`src/rtl/core/transport_receiver_ack_pull_macros.svh`:
```
// ----------------------------------------------------------------------------
// Assertion macros for the pull-based transport receiver
// Shared concurrent assertion forms; they expand to nothing when SYNTH is set.
// ----------------------------------------------------------------------------
`ifndef TRANSPORT_RECEIVER_ACK_PULL_MACROS_SVH
`define TRANSPORT_RECEIVER_ACK_PULL_MACROS_SVH
`ifndef SYNTH
// Same-cycle implication.
`define TRAP_ASSERT_IMP(lbl, clk, rst_n, ante, cons, msg) \
    lbl: assert property (@(posedge clk) disable iff (!rst_n) (ante) |-> (cons)) \
        else $error(msg);
// Next-cycle implication.
`define TRAP_ASSERT_NXT(lbl, clk, rst_n, ante, cons, msg) \
    lbl: assert property (@(posedge clk) disable iff (!rst_n) (ante) |=> (cons)) \
        else $error(msg);
`else
`define TRAP_ASSERT_IMP(lbl, clk, rst_n, ante, cons, msg)
`define TRAP_ASSERT_NXT(lbl, clk, rst_n, ante, cons, msg)
`endif
`endif

```
`src/rtl/core/trap_pkg.sv`:
```
// ----------------------------------------------------------------------------
// trap_pkg
// Types and constants shared by the transport receiver modules.
// ----------------------------------------------------------------------------
package trap_pkg;

    localparam int WINDOW_SEGMENTS = 64;
    localparam int WIN_IDX_W       = $clog2(WINDOW_SEGMENTS);
    localparam int SEQ_W           = 32;
    localparam int SEG_W           = 14;
    localparam int DIV_CNT_W       = $clog2(SEQ_W);
    localparam int CFG_IDX_W       = 1;
    localparam int CFG_DATA_W      = 32;

    localparam logic [CFG_IDX_W-1:0] CFG_FLOW_BYTES    = 1'b0;
    localparam logic [CFG_IDX_W-1:0] CFG_SEGMENT_BYTES = 1'b1;

    localparam logic [SEG_W-1:0] SEGMENT_BYTES_RESET = 14'd1460;

    localparam logic REPLY_ACK  = 1'b0;
    localparam logic REPLY_NACK = 1'b1;

    typedef struct packed {
        logic [SEQ_W-1:0] seq_number;
        logic             trimmed_header;
        logic             last_segment;
    } pkt_t;

    typedef struct packed {
        logic             reply_kind;
        logic [SEQ_W-1:0] echo_seq;
        logic [SEQ_W-1:0] cumulative_ack;
        logic             nack_wants_pull;
        logic             pull_valid;
        logic [SEQ_W-1:0] pull_number;
        logic             pull_flush;
        logic             flow_complete;
        logic             stale_retransmit;
        logic             window_overflow;
    } reply_t;

    // Commands from the controller to the datapath.
    typedef struct packed {
        logic capture;
        logic classify;
        logic pop;
        logic div_step;
        logic mark;
        logic finish;
    } dp_cmd_t;

    // Status from the datapath to the controller.
    typedef struct packed {
        logic trimmed;
        logic seq_eq;
        logic seq_lt;
        logic pop_bit;
        logic div_last;
    } dp_status_t;

endpackage

```
`src/rtl/core/transport_receiver_ack_pull.sv`:
```
// From packet acceptance to reply valid: a trimmed or stale packet goes from classify to finish,
// an in-order packet pops the window (one window pop per cycle) until a pop finds a gap, and a
// later packet runs a 32-step restoring divider on the offset, then marks the window.
// One packet at a time: the next packet is taken in the cycle after the reply register
// is loaded, and a waiting reply stalls only that load.
// Reset clears the cumulative ack, window and pull counter and reloads the register defaults.
// ----------------------------------------------------------------------------
// transport_receiver_ack_pull
// Receiver side of a pull-based transport: per-packet ACK or NACK with a
// cumulative ack, out-of-order segment window and pull issue.
// ----------------------------------------------------------------------------
`include "transport_receiver_ack_pull_macros.svh"

module transport_receiver_ack_pull (
    input  logic                              clk,
    input  logic                              rst_n,
    input  logic                              pkt_valid,
    output logic                              pkt_ready,
    input  trap_pkg::pkt_t                    pkt,
    output logic                              reply_valid,
    input  logic                              reply_ready,
    output trap_pkg::reply_t                  reply,
    input  logic                              cfg_write,
    input  logic [trap_pkg::CFG_IDX_W-1:0]    cfg_index,
    input  logic [trap_pkg::CFG_DATA_W-1:0]   cfg_data
);
    import trap_pkg::*;

    dp_cmd_t    cmd;
    dp_status_t status;

    trap_ctrl u_ctrl (
        .clk         (clk),
        .rst_n       (rst_n),
        .pkt_valid   (pkt_valid),
        .pkt_ready   (pkt_ready),
        .reply_valid (reply_valid),
        .reply_ready (reply_ready),
        .status      (status),
        .cmd         (cmd)
    );

    trap_dp u_dp (
        .clk       (clk),
        .rst_n     (rst_n),
        .pkt       (pkt),
        .cfg_write (cfg_write),
        .cfg_index (cfg_index),
        .cfg_data  (cfg_data),
        .cmd       (cmd),
        .status    (status),
        .reply     (reply)
    );

    `TRAP_ASSERT_IMP(a_nack_flags, clk, rst_n, reply_valid && reply.reply_kind == REPLY_NACK,
        !reply.stale_retransmit && !reply.window_overflow, "NACK with ack-only flags")
    `TRAP_ASSERT_IMP(a_ack_no_pull_req, clk, rst_n, reply_valid && reply.reply_kind == REPLY_ACK,
        !reply.nack_wants_pull, "ACK requests resend")
    `TRAP_ASSERT_IMP(a_complete_flush, clk, rst_n, reply_valid && reply.flow_complete,
        reply.pull_flush, "complete flow without flush")

endmodule

```
`src/rtl/core/trap_dp.sv`:
```
// ----------------------------------------------------------------------------
// trap_dp
// Datapath: sequence state, held-segment window, divider, pull counter,
// configuration registers and the reply register.
// ----------------------------------------------------------------------------
`include "transport_receiver_ack_pull_macros.svh"

module trap_dp (
    input  logic                               clk,
    input  logic                               rst_n,
    input  trap_pkg::pkt_t                     pkt,
    input  logic                               cfg_write,
    input  logic [trap_pkg::CFG_IDX_W-1:0]     cfg_index,
    input  logic [trap_pkg::CFG_DATA_W-1:0]    cfg_data,
    input  trap_pkg::dp_cmd_t                  cmd,
    output trap_pkg::dp_status_t               status,
    output trap_pkg::reply_t                   reply
);
    import trap_pkg::*;

    logic [SEQ_W-1:0]           flow_bytes_reg, flow_bytes_next;
    logic [SEG_W-1:0]           seg_bytes_reg, seg_bytes_next;
    logic [SEQ_W-1:0]           next_expected_reg, next_expected_next;
    logic [WINDOW_SEGMENTS-1:0] window_reg, window_next;
    logic [SEQ_W-1:0]           pull_counter_reg, pull_counter_next;

    logic [SEQ_W-1:0]           seq_reg, seq_next;
    logic                       trimmed_reg, trimmed_next;
    logic                       last_reg, last_next;
    logic                       stale_reg, stale_next;
    logic                       overflow_reg, overflow_next;

    logic [SEQ_W-1:0]           quo_reg, quo_next;
    logic [SEG_W-1:0]           rem_reg, rem_next;
    logic [DIV_CNT_W-1:0]       div_cnt_reg, div_cnt_next;

    reply_t                     reply_reg, reply_next;

    logic [SEG_W-1:0]           step;
    logic [SEQ_W-1:0]           step_ext;
    logic [SEG_W:0]             rem_shift;
    logic [SEG_W:0]             rem_diff;
    logic                       rem_fits;
    logic [SEQ_W-1:0]           quo_minus;
    logic [WIN_IDX_W-1:0]       mark_idx;
    logic [WINDOW_SEGMENTS-1:0] mark_mask;
    logic                       mark_aligned;
    logic                       mark_overflow;
    logic                       complete;

    // A segment size of zero behaves as one byte.
    assign step     = (seg_bytes_reg == '0) ? SEG_W'(1) : seg_bytes_reg;
    assign step_ext = {{(SEQ_W-SEG_W){1'b0}}, step};

    // One restoring division step per cycle.
    assign rem_shift = {rem_reg, quo_reg[SEQ_W-1]};
    assign rem_diff  = rem_shift - {1'b0, step};
    assign rem_fits  = rem_shift >= {1'b0, step};

    assign mark_aligned  = (rem_reg == '0);
    assign mark_overflow = mark_aligned && (quo_reg > SEQ_W'(WINDOW_SEGMENTS));
    assign quo_minus     = quo_reg - SEQ_W'(1);
    assign mark_idx      = quo_minus[WIN_IDX_W-1:0];
    assign mark_mask     = {{(WINDOW_SEGMENTS-1){1'b0}}, 1'b1} << mark_idx;

    assign complete = next_expected_reg >= flow_bytes_reg;

    assign status.trimmed  = trimmed_reg;
    assign status.seq_eq   = (seq_reg == next_expected_reg);
    assign status.seq_lt   = (seq_reg < next_expected_reg);
    assign status.pop_bit  = window_reg[0];
    assign status.div_last = (div_cnt_reg == '1);

    assign reply = reply_reg;

    always_comb
    begin
        flow_bytes_next    = flow_bytes_reg;
        seg_bytes_next     = seg_bytes_reg;
        next_expected_next = next_expected_reg;
        window_next        = window_reg;
        pull_counter_next  = pull_counter_reg;
        seq_next           = seq_reg;
        trimmed_next       = trimmed_reg;
        last_next          = last_reg;
        stale_next         = stale_reg;
        overflow_next      = overflow_reg;
        quo_next           = quo_reg;
        rem_next           = rem_reg;
        div_cnt_next       = div_cnt_reg;
        reply_next         = reply_reg;

        if (cfg_write)
        begin
            case (cfg_index)
                CFG_FLOW_BYTES:    flow_bytes_next = cfg_data[SEQ_W-1:0];
                CFG_SEGMENT_BYTES: seg_bytes_next  = cfg_data[SEG_W-1:0];
                default:           ;
            endcase
        end

        if (cmd.capture)
        begin
            seq_next      = pkt.seq_number;
            trimmed_next  = pkt.trimmed_header;
            last_next     = pkt.last_segment;
            stale_next    = 1'b0;
            overflow_next = 1'b0;
        end

        if (cmd.classify && !trimmed_reg)
        begin
            if (status.seq_eq)
            begin
                next_expected_next = next_expected_reg + step_ext;
            end
            else if (status.seq_lt)
            begin
                stale_next = 1'b1;
            end
            else
            begin
                quo_next     = seq_reg - next_expected_reg;
                rem_next     = '0;
                div_cnt_next = '0;
            end
        end

        // Every pop shifts the window; a set bit also moves the ack on by one segment.
        if (cmd.pop)
        begin
            window_next = window_reg >> 1;
            if (window_reg[0])
            begin
                next_expected_next = next_expected_reg + step_ext;
            end
        end

        if (cmd.div_step)
        begin
            rem_next     = rem_fits ? rem_diff[SEG_W-1:0] : rem_shift[SEG_W-1:0];
            quo_next     = {quo_reg[SEQ_W-2:0], rem_fits};
            div_cnt_next = div_cnt_reg + DIV_CNT_W'(1);
        end

        if (cmd.mark && mark_aligned)
        begin
            if (mark_overflow)
            begin
                overflow_next = 1'b1;
            end
            else
            begin
                window_next = window_reg | mark_mask;
            end
        end

        if (cmd.finish)
        begin
            reply_next.reply_kind       = trimmed_reg ? REPLY_NACK : REPLY_ACK;
            reply_next.echo_seq         = seq_reg;
            reply_next.cumulative_ack   = next_expected_reg;
            reply_next.nack_wants_pull  = trimmed_reg & last_reg;
            reply_next.flow_complete    = complete;
            reply_next.stale_retransmit = stale_reg;
            reply_next.window_overflow  = overflow_reg;
            if (complete || last_reg)
            begin
                reply_next.pull_valid  = 1'b0;
                reply_next.pull_number = '0;
                reply_next.pull_flush  = 1'b1;
            end
            else
            begin
                pull_counter_next      = pull_counter_reg + SEQ_W'(1);
                reply_next.pull_valid  = 1'b1;
                reply_next.pull_number = pull_counter_reg + SEQ_W'(1);
                reply_next.pull_flush  = 1'b0;
            end
        end
    end

    always_ff @(posedge clk or negedge rst_n)
    begin
        if (!rst_n)
        begin
            flow_bytes_reg    <= '0;
            seg_bytes_reg     <= SEGMENT_BYTES_RESET;
            next_expected_reg <= '0;
            window_reg        <= '0;
            pull_counter_reg  <= '0;
        end
        else
        begin
            flow_bytes_reg    <= flow_bytes_next;
            seg_bytes_reg     <= seg_bytes_next;
            next_expected_reg <= next_expected_next;
            window_reg        <= window_next;
            pull_counter_reg  <= pull_counter_next;
        end
    end

    always_ff @(posedge clk)
    begin
        seq_reg      <= seq_next;
        trimmed_reg  <= trimmed_next;
        last_reg     <= last_next;
        stale_reg    <= stale_next;
        overflow_reg <= overflow_next;
        quo_reg      <= quo_next;
        rem_reg      <= rem_next;
        div_cnt_reg  <= div_cnt_next;
        reply_reg    <= reply_next;
    end

    `TRAP_ASSERT_NXT(a_pull_exclusive, clk, rst_n, cmd.finish,
        reply_reg.pull_valid != reply_reg.pull_flush, "pull and flush both or neither set")
    `TRAP_ASSERT_NXT(a_pop_advance, clk, rst_n, cmd.pop && window_reg[0],
        next_expected_reg == $past(next_expected_reg + step_ext), "pop did not advance ack")
    `TRAP_ASSERT_NXT(a_overflow_no_mark, clk, rst_n, cmd.mark && mark_overflow,
        $stable(window_reg), "window changed on overflow")

endmodule

```
`src/rtl/core/trap_ctrl.sv`:
```
// ----------------------------------------------------------------------------
// trap_ctrl
// Controller: sequences one packet through classify, window pop or
// division and marking if not stale or trimmed, then loads the reply register.
// ----------------------------------------------------------------------------
`include "transport_receiver_ack_pull_macros.svh"

module trap_ctrl (
    input  logic                 clk,
    input  logic                 rst_n,
    input  logic                 pkt_valid,
    output logic                 pkt_ready,
    output logic                 reply_valid,
    input  logic                 reply_ready,
    input  trap_pkg::dp_status_t status,
    output trap_pkg::dp_cmd_t    cmd
);
    import trap_pkg::*;

    typedef enum logic [5:0] {
        S_IDLE     = 6'b000001,
        S_CLASSIFY = 6'b000010,
        S_POP      = 6'b000100,
        S_DIVIDE   = 6'b001000,
        S_MARK     = 6'b010000,
        S_FINISH   = 6'b100000
    } state_t;

    state_t state_reg, state_next;
    logic   reply_valid_reg, reply_valid_next;
    logic   out_free;

    assign pkt_ready   = (state_reg == S_IDLE);
    assign reply_valid = reply_valid_reg;
    assign out_free    = !reply_valid_reg || reply_ready;

    always_comb
    begin
        state_next   = state_reg;
        cmd          = '0;
        cmd.capture  = 1'b0;

        case (state_reg)
            S_IDLE:
            begin
                if (pkt_valid)
                begin
                    cmd.capture = 1'b1;
                    state_next  = S_CLASSIFY;
                end
            end
            S_CLASSIFY:
            begin
                cmd.classify = 1'b1;
                if (status.trimmed || status.seq_lt)
                begin
                    state_next = S_FINISH;
                end
                else if (status.seq_eq)
                begin
                    state_next = S_POP;
                end
                else
                begin
                    state_next = S_DIVIDE;
                end
            end
            S_POP:
            begin
                cmd.pop = 1'b1;
                if (!status.pop_bit)
                begin
                    state_next = S_FINISH;
                end
            end
            S_DIVIDE:
            begin
                cmd.div_step = 1'b1;
                if (status.div_last)
                begin
                    state_next = S_MARK;
                end
            end
            S_MARK:
            begin
                cmd.mark   = 1'b1;
                state_next = S_FINISH;
            end
            S_FINISH:
            begin
                if (out_free)
                begin
                    cmd.finish = 1'b1;
                    state_next = S_IDLE;
                end
            end
            default:
            begin
                state_next = S_IDLE;
            end
        endcase
    end

    always_comb
    begin
        reply_valid_next = reply_valid_reg;
        if (cmd.finish)
        begin
            reply_valid_next = 1'b1;
        end
        else if (reply_ready)
        begin
            reply_valid_next = 1'b0;
        end
    end

    always_ff @(posedge clk or negedge rst_n)
    begin
        if (!rst_n)
        begin
            state_reg       <= S_IDLE;
            reply_valid_reg <= 1'b0;
        end
        else
        begin
            state_reg       <= state_next;
            reply_valid_reg <= reply_valid_next;
        end
    end

    `TRAP_ASSERT_NXT(a_accept_classify, clk, rst_n, pkt_valid && pkt_ready,
        state_reg == S_CLASSIFY, "accepted packet not classified")
    `TRAP_ASSERT_NXT(a_finish_loads, clk, rst_n, cmd.finish,
        reply_valid_reg && state_reg == S_IDLE, "finish did not load reply")
    `TRAP_ASSERT_NXT(a_div_done, clk, rst_n, state_reg == S_DIVIDE && status.div_last,
        state_reg == S_MARK, "divider end not followed by mark")
    `TRAP_ASSERT_IMP(a_busy_not_ready, clk, rst_n, state_reg != S_IDLE,
        !pkt_ready, "ready while a packet is in progress")

endmodule

```
`config.mk`:
```
export PLATFORM = sky130hd
export DESIGN_NAME = transport_receiver_ack_pull
export DESIGN_NICKNAME = d
export VERILOG_FILES = /design/src/rtl/core/trap_pkg.sv /design/src/rtl/core/transport_receiver_ack_pull.sv /design/src/rtl/core/trap_dp.sv /design/src/rtl/core/trap_ctrl.sv
export VERILOG_INCLUDE_DIRS = /design/src /design/src/rtl/core
export SDC_FILE = /design/constraint.sdc
export NUM_CORES = 1
export LEC_CHECK = 0
export ABC_CLOCK_PERIOD_IN_PS = 5600
export CORE_ASPECT_RATIO = 0.7
export CORE_MARGIN = 2
export CORE_UTILIZATION = 55
export CTS_CLUSTER_SIZE = 14
export DETAILED_ROUTE_END_ITERATION = 7
export DONT_BUFFER_PORTS = 1
export GPL_TIMING_DRIVEN = 0
export PLACE_DENSITY = 0.76
export SLEW_MARGIN = 20
export SYNTH_ARGS = -nofsm -noshare
export SYNTH_HDL_FRONTEND = slang
export SYNTH_HIERARCHICAL = 1
export SYNTH_SLANG_ARGS = --single-unit
```
`constraint.sdc`:
```
create_clock -name clk -period 5.6 [get_ports clk]
set_input_delay 0.28 -clock clk [delete_from_list [all_inputs] [get_ports clk]]
set_output_delay 0.28 -clock clk [all_outputs]
set_load 0.05 [all_outputs]
```
Word-level counts from Yosys, hierarchy flattened
Index checks and enable logic that the tools add are counted.
{"block": "totals", "regBits": 371, "input_bits": 72, "output_inout_bits": 105, "wordCells": 118}
{"block": "op_classes", "add_sub_neg": 6, "n_lt_le_gt_ge": 4, "eq_ne": 14, "n_shift": 1, "muxes": 47, "bitwise_logic": 4, "n_reduce_logical": 17}
{"op": "32-bit 2-to-1 mux", "n": 8}
{"op": "64-bit 2-to-1 mux", "n": 3}
{"op": "14-bit 2-to-1 mux", "n": 6}
{"op": "64-bit bitwise OR", "n": 1}
{"op": "1-bit by 6-bit left shift with 64-bit output (first input constant)", "n": 1}
{"op": "6-bit one-hot mux with 6 select lines", "n": 1}
{"op": "34-bit 2-to-1 mux", "n": 1}
{"op": "32-bit by 1-bit adder with 32-bit output (second input constant)", "n": 1}
{"op": "32-bit by 14-bit adder with 32-bit output", "n": 1}
{"op": "32-bit == test", "n": 1}
{"op": "32-bit greater-or-equal comparator", "n": 1}
{"op": "32-bit by 7-bit greater-than comparator with 1-bit output (second input constant)", "n": 1}
{"op": "32-bit less-than comparator", "n": 1}
{"op": "32-bit subtractor", "n": 1}
{"op": "6-bit 2-to-1 mux", "n": 5}
{"op": "14-bit zero test", "n": 2}
{"op": "5-bit 2-to-1 mux", "n": 4}
{"op": "1-bit 2-to-1 mux", "n": 18}
{"op": "15-bit by 14-bit greater-or-equal comparator with 1-bit output", "n": 1}
{"op": "14-bit subtractor", "n": 1}
{"op": "2-bit != test (second input constant)", "n": 5}
{"op": "6-bit by 1-bit == test with 1-bit output (second input constant)", "n": 1}
{"op": "6-bit by 2-bit == test with 1-bit output (second input constant)", "n": 1}
{"op": "6-bit by 3-bit == test with 1-bit output (second input constant)", "n": 1}
{"op": "other kinds (17)", "n": 26}

Logic depth before layout (Yosys ltp)
Gate-level depths: netlist (run 1).
{"block": "depth", "depth_word": 7, "depth_mapped": 16, "depth_no_buf": 16}

Hierarchy
The synthesis (run 1) kept the hierarchy.
{"mod": "trap_dp", "n_inst": 1, "cells_per_inst": 1683, "area_each_um2": 18353.9, "seq_area_each_um2": 10047.1}
{"mod": "trap_ctrl", "n_inst": 1, "cells_per_inst": 51, "area_each_um2": 470.5, "seq_area_each_um2": 176.4}

Least setup slack after synthesis (run 1)
No wires, ideal clock.
{"block": "synth_path", "path_type": "register to register", "startpoint": "register u_dp.next_expected_reg[0]", "endpoint": "register u_dp.div_cnt_reg[0], enable pin", "setup_ns": 0.407, "arrival_ns": 3.111, "t_required_ns": 5.193, "path_slack_ns": 2.082, "stages_incl_launch_ff": 12, "path_buffers": 0, "period_less_slack_ns": 3.518, "path_cell_list": "dfrtp_1 -> ha_1 -> fa_1 -> nor2b_1 -> o31a_1 -> o31ai_1 -> nand2_1 -> a31o_2 -> a21o_1 -> a21oi_2 -> o21bai_1 -> a21o_1"}
{"block": "synth_via", "elab_chain_cells": 3, "elab_cells_between_ends": 5, "classes_between": "order compare (1); eq/ne (3); reduce/logical (1)"}
{"item": "start, declared", "line_no": "trap_dp.sv:23", "text": "logic [SEQ_W-1:0] next_expected_reg, next_expected_next;"}
{"item": "start signal, assigned", "line_no": "trap_dp.sv:197", "text": "next_expected_reg <= next_expected_next;"}
{"item": "32-bit less-than comparator or 32-bit == test (tied branches)", "line_no": "trap_dp.sv:70, trap_dp.sv:69"}
{"item": "2-bit != test (no line)"}
{"item": "3-bit AND reduction (no line) *"}
{"item": "end signal, assigned", "line_no": "trap_dp.sv:212", "text": "div_cnt_reg <= div_cnt_next;"}
{"item": "end, declared", "line_no": "trap_dp.sv:35", "text": "logic [DIV_CNT_W-1:0] div_cnt_reg, div_cnt_next;"}
Every way passes the cells marked *; elsewhere a longest branch is shown, timed or not.
A chain may end at the register's enable or synchronous reset.

Final worst setup path (run 1)
{"block": "layout_path", "startpoint": "register u_dp.seg_bytes_reg[12]", "endpoint": "register u_dp.rem_reg[10], data pin"}
{"block": "layout_via", "elab_chain_cells": 5, "elab_cells_between_ends": 6, "classes_between": "add/sub (1); order compare (1); mux (3); reduce/logical (1)"}
{"item": "start, declared", "line_no": "trap_dp.sv:22", "text": "logic [SEG_W-1:0] seg_bytes_reg, seg_bytes_next;"}
{"item": "start signal, assigned", "line_no": "trap_dp.sv:196", "text": "seg_bytes_reg <= seg_bytes_next;"}
{"item": "14-bit zero test", "line_no": "trap_dp.sv:52", "text": "assign step = (seg_bytes_reg == '0) ? SEG_W'(1) : seg_bytes_reg;"}
{"item": "14-bit 2-to-1 mux *", "line_no": "trap_dp.sv:52"}
{"item": "14-bit subtractor or 15-bit by 14-bit greater-or-equal comparator with 1-bit output (tied branches)", "line_no": "trap_dp.sv:57, trap_dp.sv:58"}
{"item": "14-bit 2-to-1 mux *", "line_no": "trap_dp.sv:141", "text": "rem_next = rem_fits ? rem_diff[SEG_W-1:0] : rem_shift[SEG_W-1:0];"}
{"item": "14-bit 2-to-1 mux *", "line_no": "trap_dp.sv:139", "text": "if (cmd.div_step)"}
{"item": "end signal, assigned", "line_no": "trap_dp.sv:211", "text": "rem_reg <= rem_next;"}
{"item": "end, declared", "line_no": "trap_dp.sv:34", "text": "logic [SEG_W-1:0] rem_reg, rem_next;"}
Marks and branches as above.

==> results_dict.tcl, run 1 <==
set metrics [dict create \
    outcome "complete, no violations" \
    irDropWorstVdd_mv 0.284 \
    final_nets 2016 \
    yosysWarnings 6 \
    synth.top_cell.area_share 0.300 \
    ys_top_cells_by_count "edfxtp_1 (188), dfrtp_1 (174), nor2_1 (162)" \
    finalHoldViolCount 0 \
    yosys.area_share.xor_xnor 0.0605 \
    cp.required_ns 5.87 \
    worstSkewPairLatency_ns 0.55 \
    dieHeight_um 159 \
    clk_pin_slew_worst_paths_ns 0.06 \
    syn_nets 1904 \
    reg2reg_slack_ns 1.17 \
    synth_seq_area_share 0.543 \
    routedWlPerCell_um 20.3 \
    core_area_um2 33600 \
    fin_area_um2 21400 \
    cts-hold-fix-buffers 69 \
    yosysMostFrequentCell "edfxtp_1" \
    root_buffer "clkbuf_16" \
    cp_max_fo 10 \
    setup_viol 0 \
    holdPathEnd "u_ctrl/reply_valid" \
    synthTopCellsByArea "edfxtp_1 (30%), dfrtp_1 (23%), ha_1 (6.3%)" \
    post_cts_buffers 0 \
    drv_cap 0 \
    p_leak_nw 8.91 \
    grt_pass1_wl_um 74500 \
    layout-drive-gt1-share 0.0698 \
    avgSynthCellArea_um2 10.9 \
    synthCells 1734 \
    first_pass_iters 5 \
    r2r_start "u_dp/seg_bytes_reg[12]" \
    synth_ff_type "edfxtp_1" \
    critPathKind "flip-flop to flip-flop" \
    cts_buffer_depth 3 \
    grt.overflow.total 0 \
    arrival_ns 4.70 \
    nFillCells 2623 \
    via_count 13900 \
    die-area_um2 35700 \
    rsz0062_at_grt "false" \
    max_slew_margin 0.237 \
    power_mw 7.49 \
    dr.first_iter.drc_count 1314 \
    ant_nets 0 \
    synth_top_family_by_area "simple AND/OR/NAND/NOR gates" \
    io_buffers 0 \
    synth_fa_ha_area_frac 0.0663 \
    die_w_um 225 \
    regArea_um2 10200 \
    dp_hpwl_um 32000 \
    wirelength_um 46900 \
    drv_slew 0 \
    htreeDepth 2 \
    largest_reg_flops 103 \
    multi_input_area_um2 7820 \
    holdCritStartpoint "reply_ready" \
    fin_setup_tns_ns 0 \
    grt_start_max_net_pins 182 \
    ios 177 \
    syn_area_um2 18800 \
    grt_pass1_vias 13500 \
    period_minus_slack_ns 4.43 \
    min_period_over_period 0.791 \
    cts_tree "yes" \
    ys_types 82 \
    cts_resized 0 \
    dpl_worst_slack_ns 1.40 \
    track_usage 0.262 \
    powerDensity_nw_per_um2 350 \
    muxShareOfSynthArea 0.0160 \
    regToRegEndpoint "u_dp/rem_reg[10]" \
    numCtsBuffers 38 \
    antenna_found_initial 0 \
    synth_edf_count 188 \
    rows 56 \
    yosys.area_share.simple 0.136 \
    synth_compound_area_frac 0.136 \
    ys_seq_elements 371 \
    yosysTopAreaCell "edfxtp_1" \
    cp-end-kind "flip-flop" \
    startpoint_type "flip-flop" \
    worst_slew_pin_slew_ns 1.14 \
    whs_path_depth 2 \
    placed_cell_area_um2 19400 \
    area_delta_synth_final_pct 13.8 \
    gp_congestion 0.876 \
    clock_sinks 371 \
    clock_skew_ns 0.0229 \
    vias_per_cell 6.02 \
    fmax_ghz 0.226 \
    postLayoutSetupSlackWorst_ns 1.17 \
    r2r.worst_path.cells 15 \
    worstHoldPathType "primary input to flip-flop" \
    drc 0 \
    async_flop_share 0.488 \
    start_util 0.560 \
    num_antenna_cells 0 \
]
[cell type report]
type | count | share of cell area
multi-input combinational | 1170 | 0.365
clock inverter | 18 | 0.00812
sequential | 371 | 0.477
buffer | 91 | 0.0194
inverter | 102 | 0.0179
tap | 435 | 0.0254
clock buffer | 52 | 0.0502
timing repair buffer | 72 | 0.0366
[worst max-delay path: stages, from the launching register on]
cell	delay [ns]
dfrtp_1	0.40
inv_1	0.18
nand4_1	0.11
nor4_1	0.50
a41o_1	0.31
ha_1	0.19
nor2b_1	0.05
o21a_1	0.18
o21ai_0	0.26
a21oi_1	0.17
a31oi_1	0.25
o21ai_0	0.15
a41oi_2	0.63
buf_2	0.41
mux2i_1	0.27
nor2_1	0.07
[stage by stage]
stage                      util  std cells  hold WS, ns
after detailed placement  0.578       2171     -0.00961
after global routing      0.637       2311        0.107
after CTS                 0.636       2310       0.0969
after floorplan               -       1734      -0.0156
after global placement    0.576       2169     -0.00795
final                     0.637       2311        0.114
[metal layers]
metal	share of wire	GRT usage	up-vias
met4	0.021	0.0629	0
met2	0.43	0.381	609
met3	0.085	0.0559	80
li1	-	-	6432
met1	0.46	0.401	6784
met5	0	0	-
[power breakdown]
| group | total, mW | internal (mW) | switching (mW) |
|---|---|---|---|
| combinational | 1.44 | 0.550 | 0.888 |
| clock | 2.55 | 1.45 | 1.10 |
| sequential | 3.50 | 3.19 | 0.310 |
[cell families (layout without fill, tap and decap cells)]
logic type / count (synthesis) / in the layout
AND/OR/NAND/NOR: 514 / 514
AO/OA/AOI/OAI: 400 / 400
multiplexers: 28 / 28
adder cells (fa/ha/maj): 98 / 98
flip-flops: 371 / 371
buffers and inverters: 193 / 335
XOR/XNOR: 130 / 130
[worst max-delay path by stage]
stage	slack (ns)	cells past startpoint	start	endpoint
after floorplan	2.08	11	u_dp/next_expected_reg[0]	u_dp/div_cnt_reg[0]
after global placement	1.16	12	u_dp/next_expected_reg[17]	u_dp/rem_reg[1]
after detailed placement	1.40	15	u_dp/seg_bytes_reg[12]	u_dp/rem_reg[10]
after CTS	1.31	15	u_dp/seg_bytes_reg[12]	u_dp/rem_reg[10]
after global routing	0.85	15	u_dp/seg_bytes_reg[12]	u_dp/rem_reg[10]
final	1.17	15	u_dp/seg_bytes_reg[12]	u_dp/rem_reg[10]
[layout by cell type, fill, tap and decap left out, types with 38 or more instances in the layout]
cell / Yosys / final
a21oi_1: 115 / 115
clkbuf_1: 63 / 71
clkbuf_16: 0 / 39
dfrtp_1: 174 / 174
dlygate4sd3_1: 0 / 68
edfxtp_1: 188 / 188
ha_1: 95 / 95
inv_1: 101 / 101
nand2_1: 117 / 117
nor2_1: 162 / 162
nor3_1: 38 / 38
o21ai_0: 105 / 105
o22a_1: 59 / 59
xnor2_1: 57 / 57
xor2_1: 73 / 73
Note: power is estimated with default switching activity, not from simulation.
==> run 2, diff against run 1 <==
--- a/config.mk
+++ b/config.mk
@@ -6,7 +6,7 @@
 export SDC_FILE = /design/constraint.sdc
 export NUM_CORES = 1
 export LEC_CHECK = 0
-export ABC_CLOCK_PERIOD_IN_PS = 5600
+export ABC_CLOCK_PERIOD_IN_PS = 4300
 export CORE_ASPECT_RATIO = 0.7
 export CORE_MARGIN = 2
 export CORE_UTILIZATION = 55
==> constraint.sdc (replaced) <==
create_clock -name clk -period 4.3 [get_ports clk]
set_input_delay 0.215 -clock clk [delete_from_list [all_inputs] [get_ports clk]]
set_output_delay 0.215 -clock clk [all_outputs]
set_load 0.05 [all_outputs]
==> run 2 against run 1 <==
Compared with the run above: sequential power is 30% higher; critical endpoint unchanged; final area is 0.13% lower; the run now ends with negative hold slack left; critical path type unchanged; sequential cell count stayed put; clock skew hardly changed; clock power is 30% higher; combinational power is 28% higher; highest routed layer unchanged.
==> results_dict.tcl, run 2 (synthesis results as in run 1) <==
set metrics [dict create \
    outcome "finished with violations" \
    failed_checks "negative hold slack" \
    whs_ns -0.642 \
    reg2reg_slack_ns 0.21 \
    cts_buffer_depth 3 \
    topRoutingLayerUsed "met4" \
    routedWlPerCell_um 20.2 \
    wirelength_um 46500 \
    r2r_start "u_dp/seg_bytes_reg[12]" \
    num_antenna_cells 0 \
    gp_congestion 0.876 \
    drc 0 \
    rsz0062_at_grt "false" \
    clock_skew_ns 0.0225 \
    cp.required_ns 4.58 \
    fmax_ghz 0.244 \
    startpoint_type "flip-flop" \
    io_buffers 0 \
    dp_hpwl_um 32000 \
    power_mw 9.72 \
    arrival_ns 4.37 \
    cp-end-kind "flip-flop" \
    track_usage 0.262 \
    rows 56 \
    share_seq_of_total_power 0.469 \
    worstHoldPathType "primary input to async pin" \
    p_leak_nw 8.89 \
    layout-drive-gt1-share 0.0699 \
    final_nets 2013 \
    cp_max_fo 10 \
    grt_pass1_vias 13500 \
    core_area_um2 33600 \
    p_int_mw 6.76 \
    drv_slew 0 \
    grt_start_max_net_pins 182 \
    r2r.worst_path.cells 15 \
    min_period_over_period 0.951 \
    wl_met1_um 21600 \
    dieHeight_um 159 \
    grt_pass1_wl_um 74400 \
    clk_pin_slew_worst_paths_ns 0.07 \
    regToRegEndpoint "u_dp/rem_reg[10]" \
    worstSkewPairLatency_ns 0.55 \
    htreeDepth 2 \
    cts_tree "yes" \
    period_minus_slack_ns 4.09 \
    setup_viol 0 \
    clkPwrFrac 0.342 \
    via_count 13800 \
    vias_per_cell 5.98 \
    die-area_um2 35700 \
    ios 177 \
    met3_wirelength_um 3950 \
    combPwrFrac 0.189 \
    final_common_cell "edfxtp_1" \
    dr.first_iter.drc_count 1336 \
    die_w_um 225 \
    area_delta_synth_final_pct 13.6 \
    met2_length_um 20100 \
    ant_nets 0 \
    numCtsBuffers 38 \
    start_util 0.560 \
    drv_cap 0 \
    final_cell_mix "edfxtp_1 (188), dfrtp_1 (174), nor2_1 (162), nand2_1 (117), a21oi_1 (115)" \
    root_buffer "clkbuf_16" \
    antenna_found_initial 0 \
    postLayoutSetupSlackWorst_ns 0.210 \
    cts-hold-fix-buffers 67 \
    finalHoldViolCount 181 \
    first_pass_iters 5 \
    clock_sinks 371 \
    largest_reg_flops 103 \
    critPathKind "flip-flop to flip-flop" \
    irDropWorstVdd_mv 0.369 \
    p_sw_frac 0.305 \
    grt.overflow.total 0 \
    powerDensity_nw_per_um2 455 \
    worst_slew_pin_slew_ns 1.12 \
    switchingPower_mw 2.96 \
    dpl_worst_slack_ns 0.103 \
    max_slew_margin 0.255 \
]
-- run 2: worst max-delay path: stages, from the launching register on --
cell and delay, ns:
dfrtp_1 0.41, inv_1 0.17, nand4_1 0.13, nor4_2 0.31, a41o_1 0.28, ha_1 0.19
nor2b_1 0.05, o21a_1 0.19, o21ai_0 0.26, a21oi_1 0.18, a31oi_1 0.26, o21ai_0 0.20
a41oi_4 0.42, buf_2 0.38, mux2i_1 0.29, nor2_1 0.07
-- run 2: worst max path at each step --
stage                     slack [ns]                        from  cells past startpoint                         end
final                           0.21      u_dp/seg_bytes_reg[12]                     15            u_dp/rem_reg[10]
after global routing            0.01       u_dp/seg_bytes_reg[8]                     15  u_dp/next_expected_reg[22]
after CTS                      0.008      u_dp/seg_bytes_reg[12]                     15            u_dp/rem_reg[10]
after detailed placement        0.10      u_dp/seg_bytes_reg[12]                     15            u_dp/rem_reg[10]
after global placement         -0.14  u_dp/next_expected_reg[17]                     12             u_dp/rem_reg[1]
after floorplan                 0.78   u_dp/next_expected_reg[0]                     11         u_dp/div_cnt_reg[0]
-- run 2: layout make-up --
type	instances	area [um2]
Fill cell	2615	12200
Sequential cell	371	10200
Multi-Input combinational cell	1170	7860
Clock buffer	52	1070
Timing Repair Buffer	69	718
Tap cell	435	544
Buffer	91	415
Inverter	102	383
Clock inverter	18	174
-- run 2: power by group through the flow --
stage | clock network [mW] | logic [mW] | registers, mW
after global placement | 0 | 1.64 | 4.62
after CTS | 3.36 | 1.80 | 4.55
after detailed placement | 0 | 1.73 | 4.62
after floorplan | 0 | 1.31 | 4.52
after global routing | 3.52 | 2.03 | 4.58
final | 3.32 | 1.84 | 4.56
-- run 2: per-layer routing --
metal  vias up  global-route usage
met5         -                   0
met4         0              0.0629
met3        64              0.0551
met2       561               0.381
met1      6757               0.399
li1       6423                   -
-- run 2: metrics by stage --
| stage | area [um2] | hold WS (ns) | setup TNS (ns) | cells | util |
|---|---|---|---|---|---|
| 2_1_floorplan | 18800 | -0.0806 | 0 | 1734 | - |
| 3_3_place_gp | 19400 | -0.0729 | -7.03 | 2169 | 0.576 |
| 3_5_place_dp | 19400 | -0.0746 | 0 | 2171 | 0.578 |
| 4_1_cts | 21400 | -0.658 | 0 | 2308 | 0.635 |
| 5_1_grt | 21400 | -0.665 | 0 | 2308 | 0.636 |
| 6_report | 21400 | -0.642 | 0 | 2308 | 0.636 |
-- run 2: timing repair --
action / in CTS / in global routing
setup buffers: 0 / 0
endpoints found under the hold margin: 265 / 181
endpoints found under the setup margin: 0 / 21
resized for setup: 0 / 4
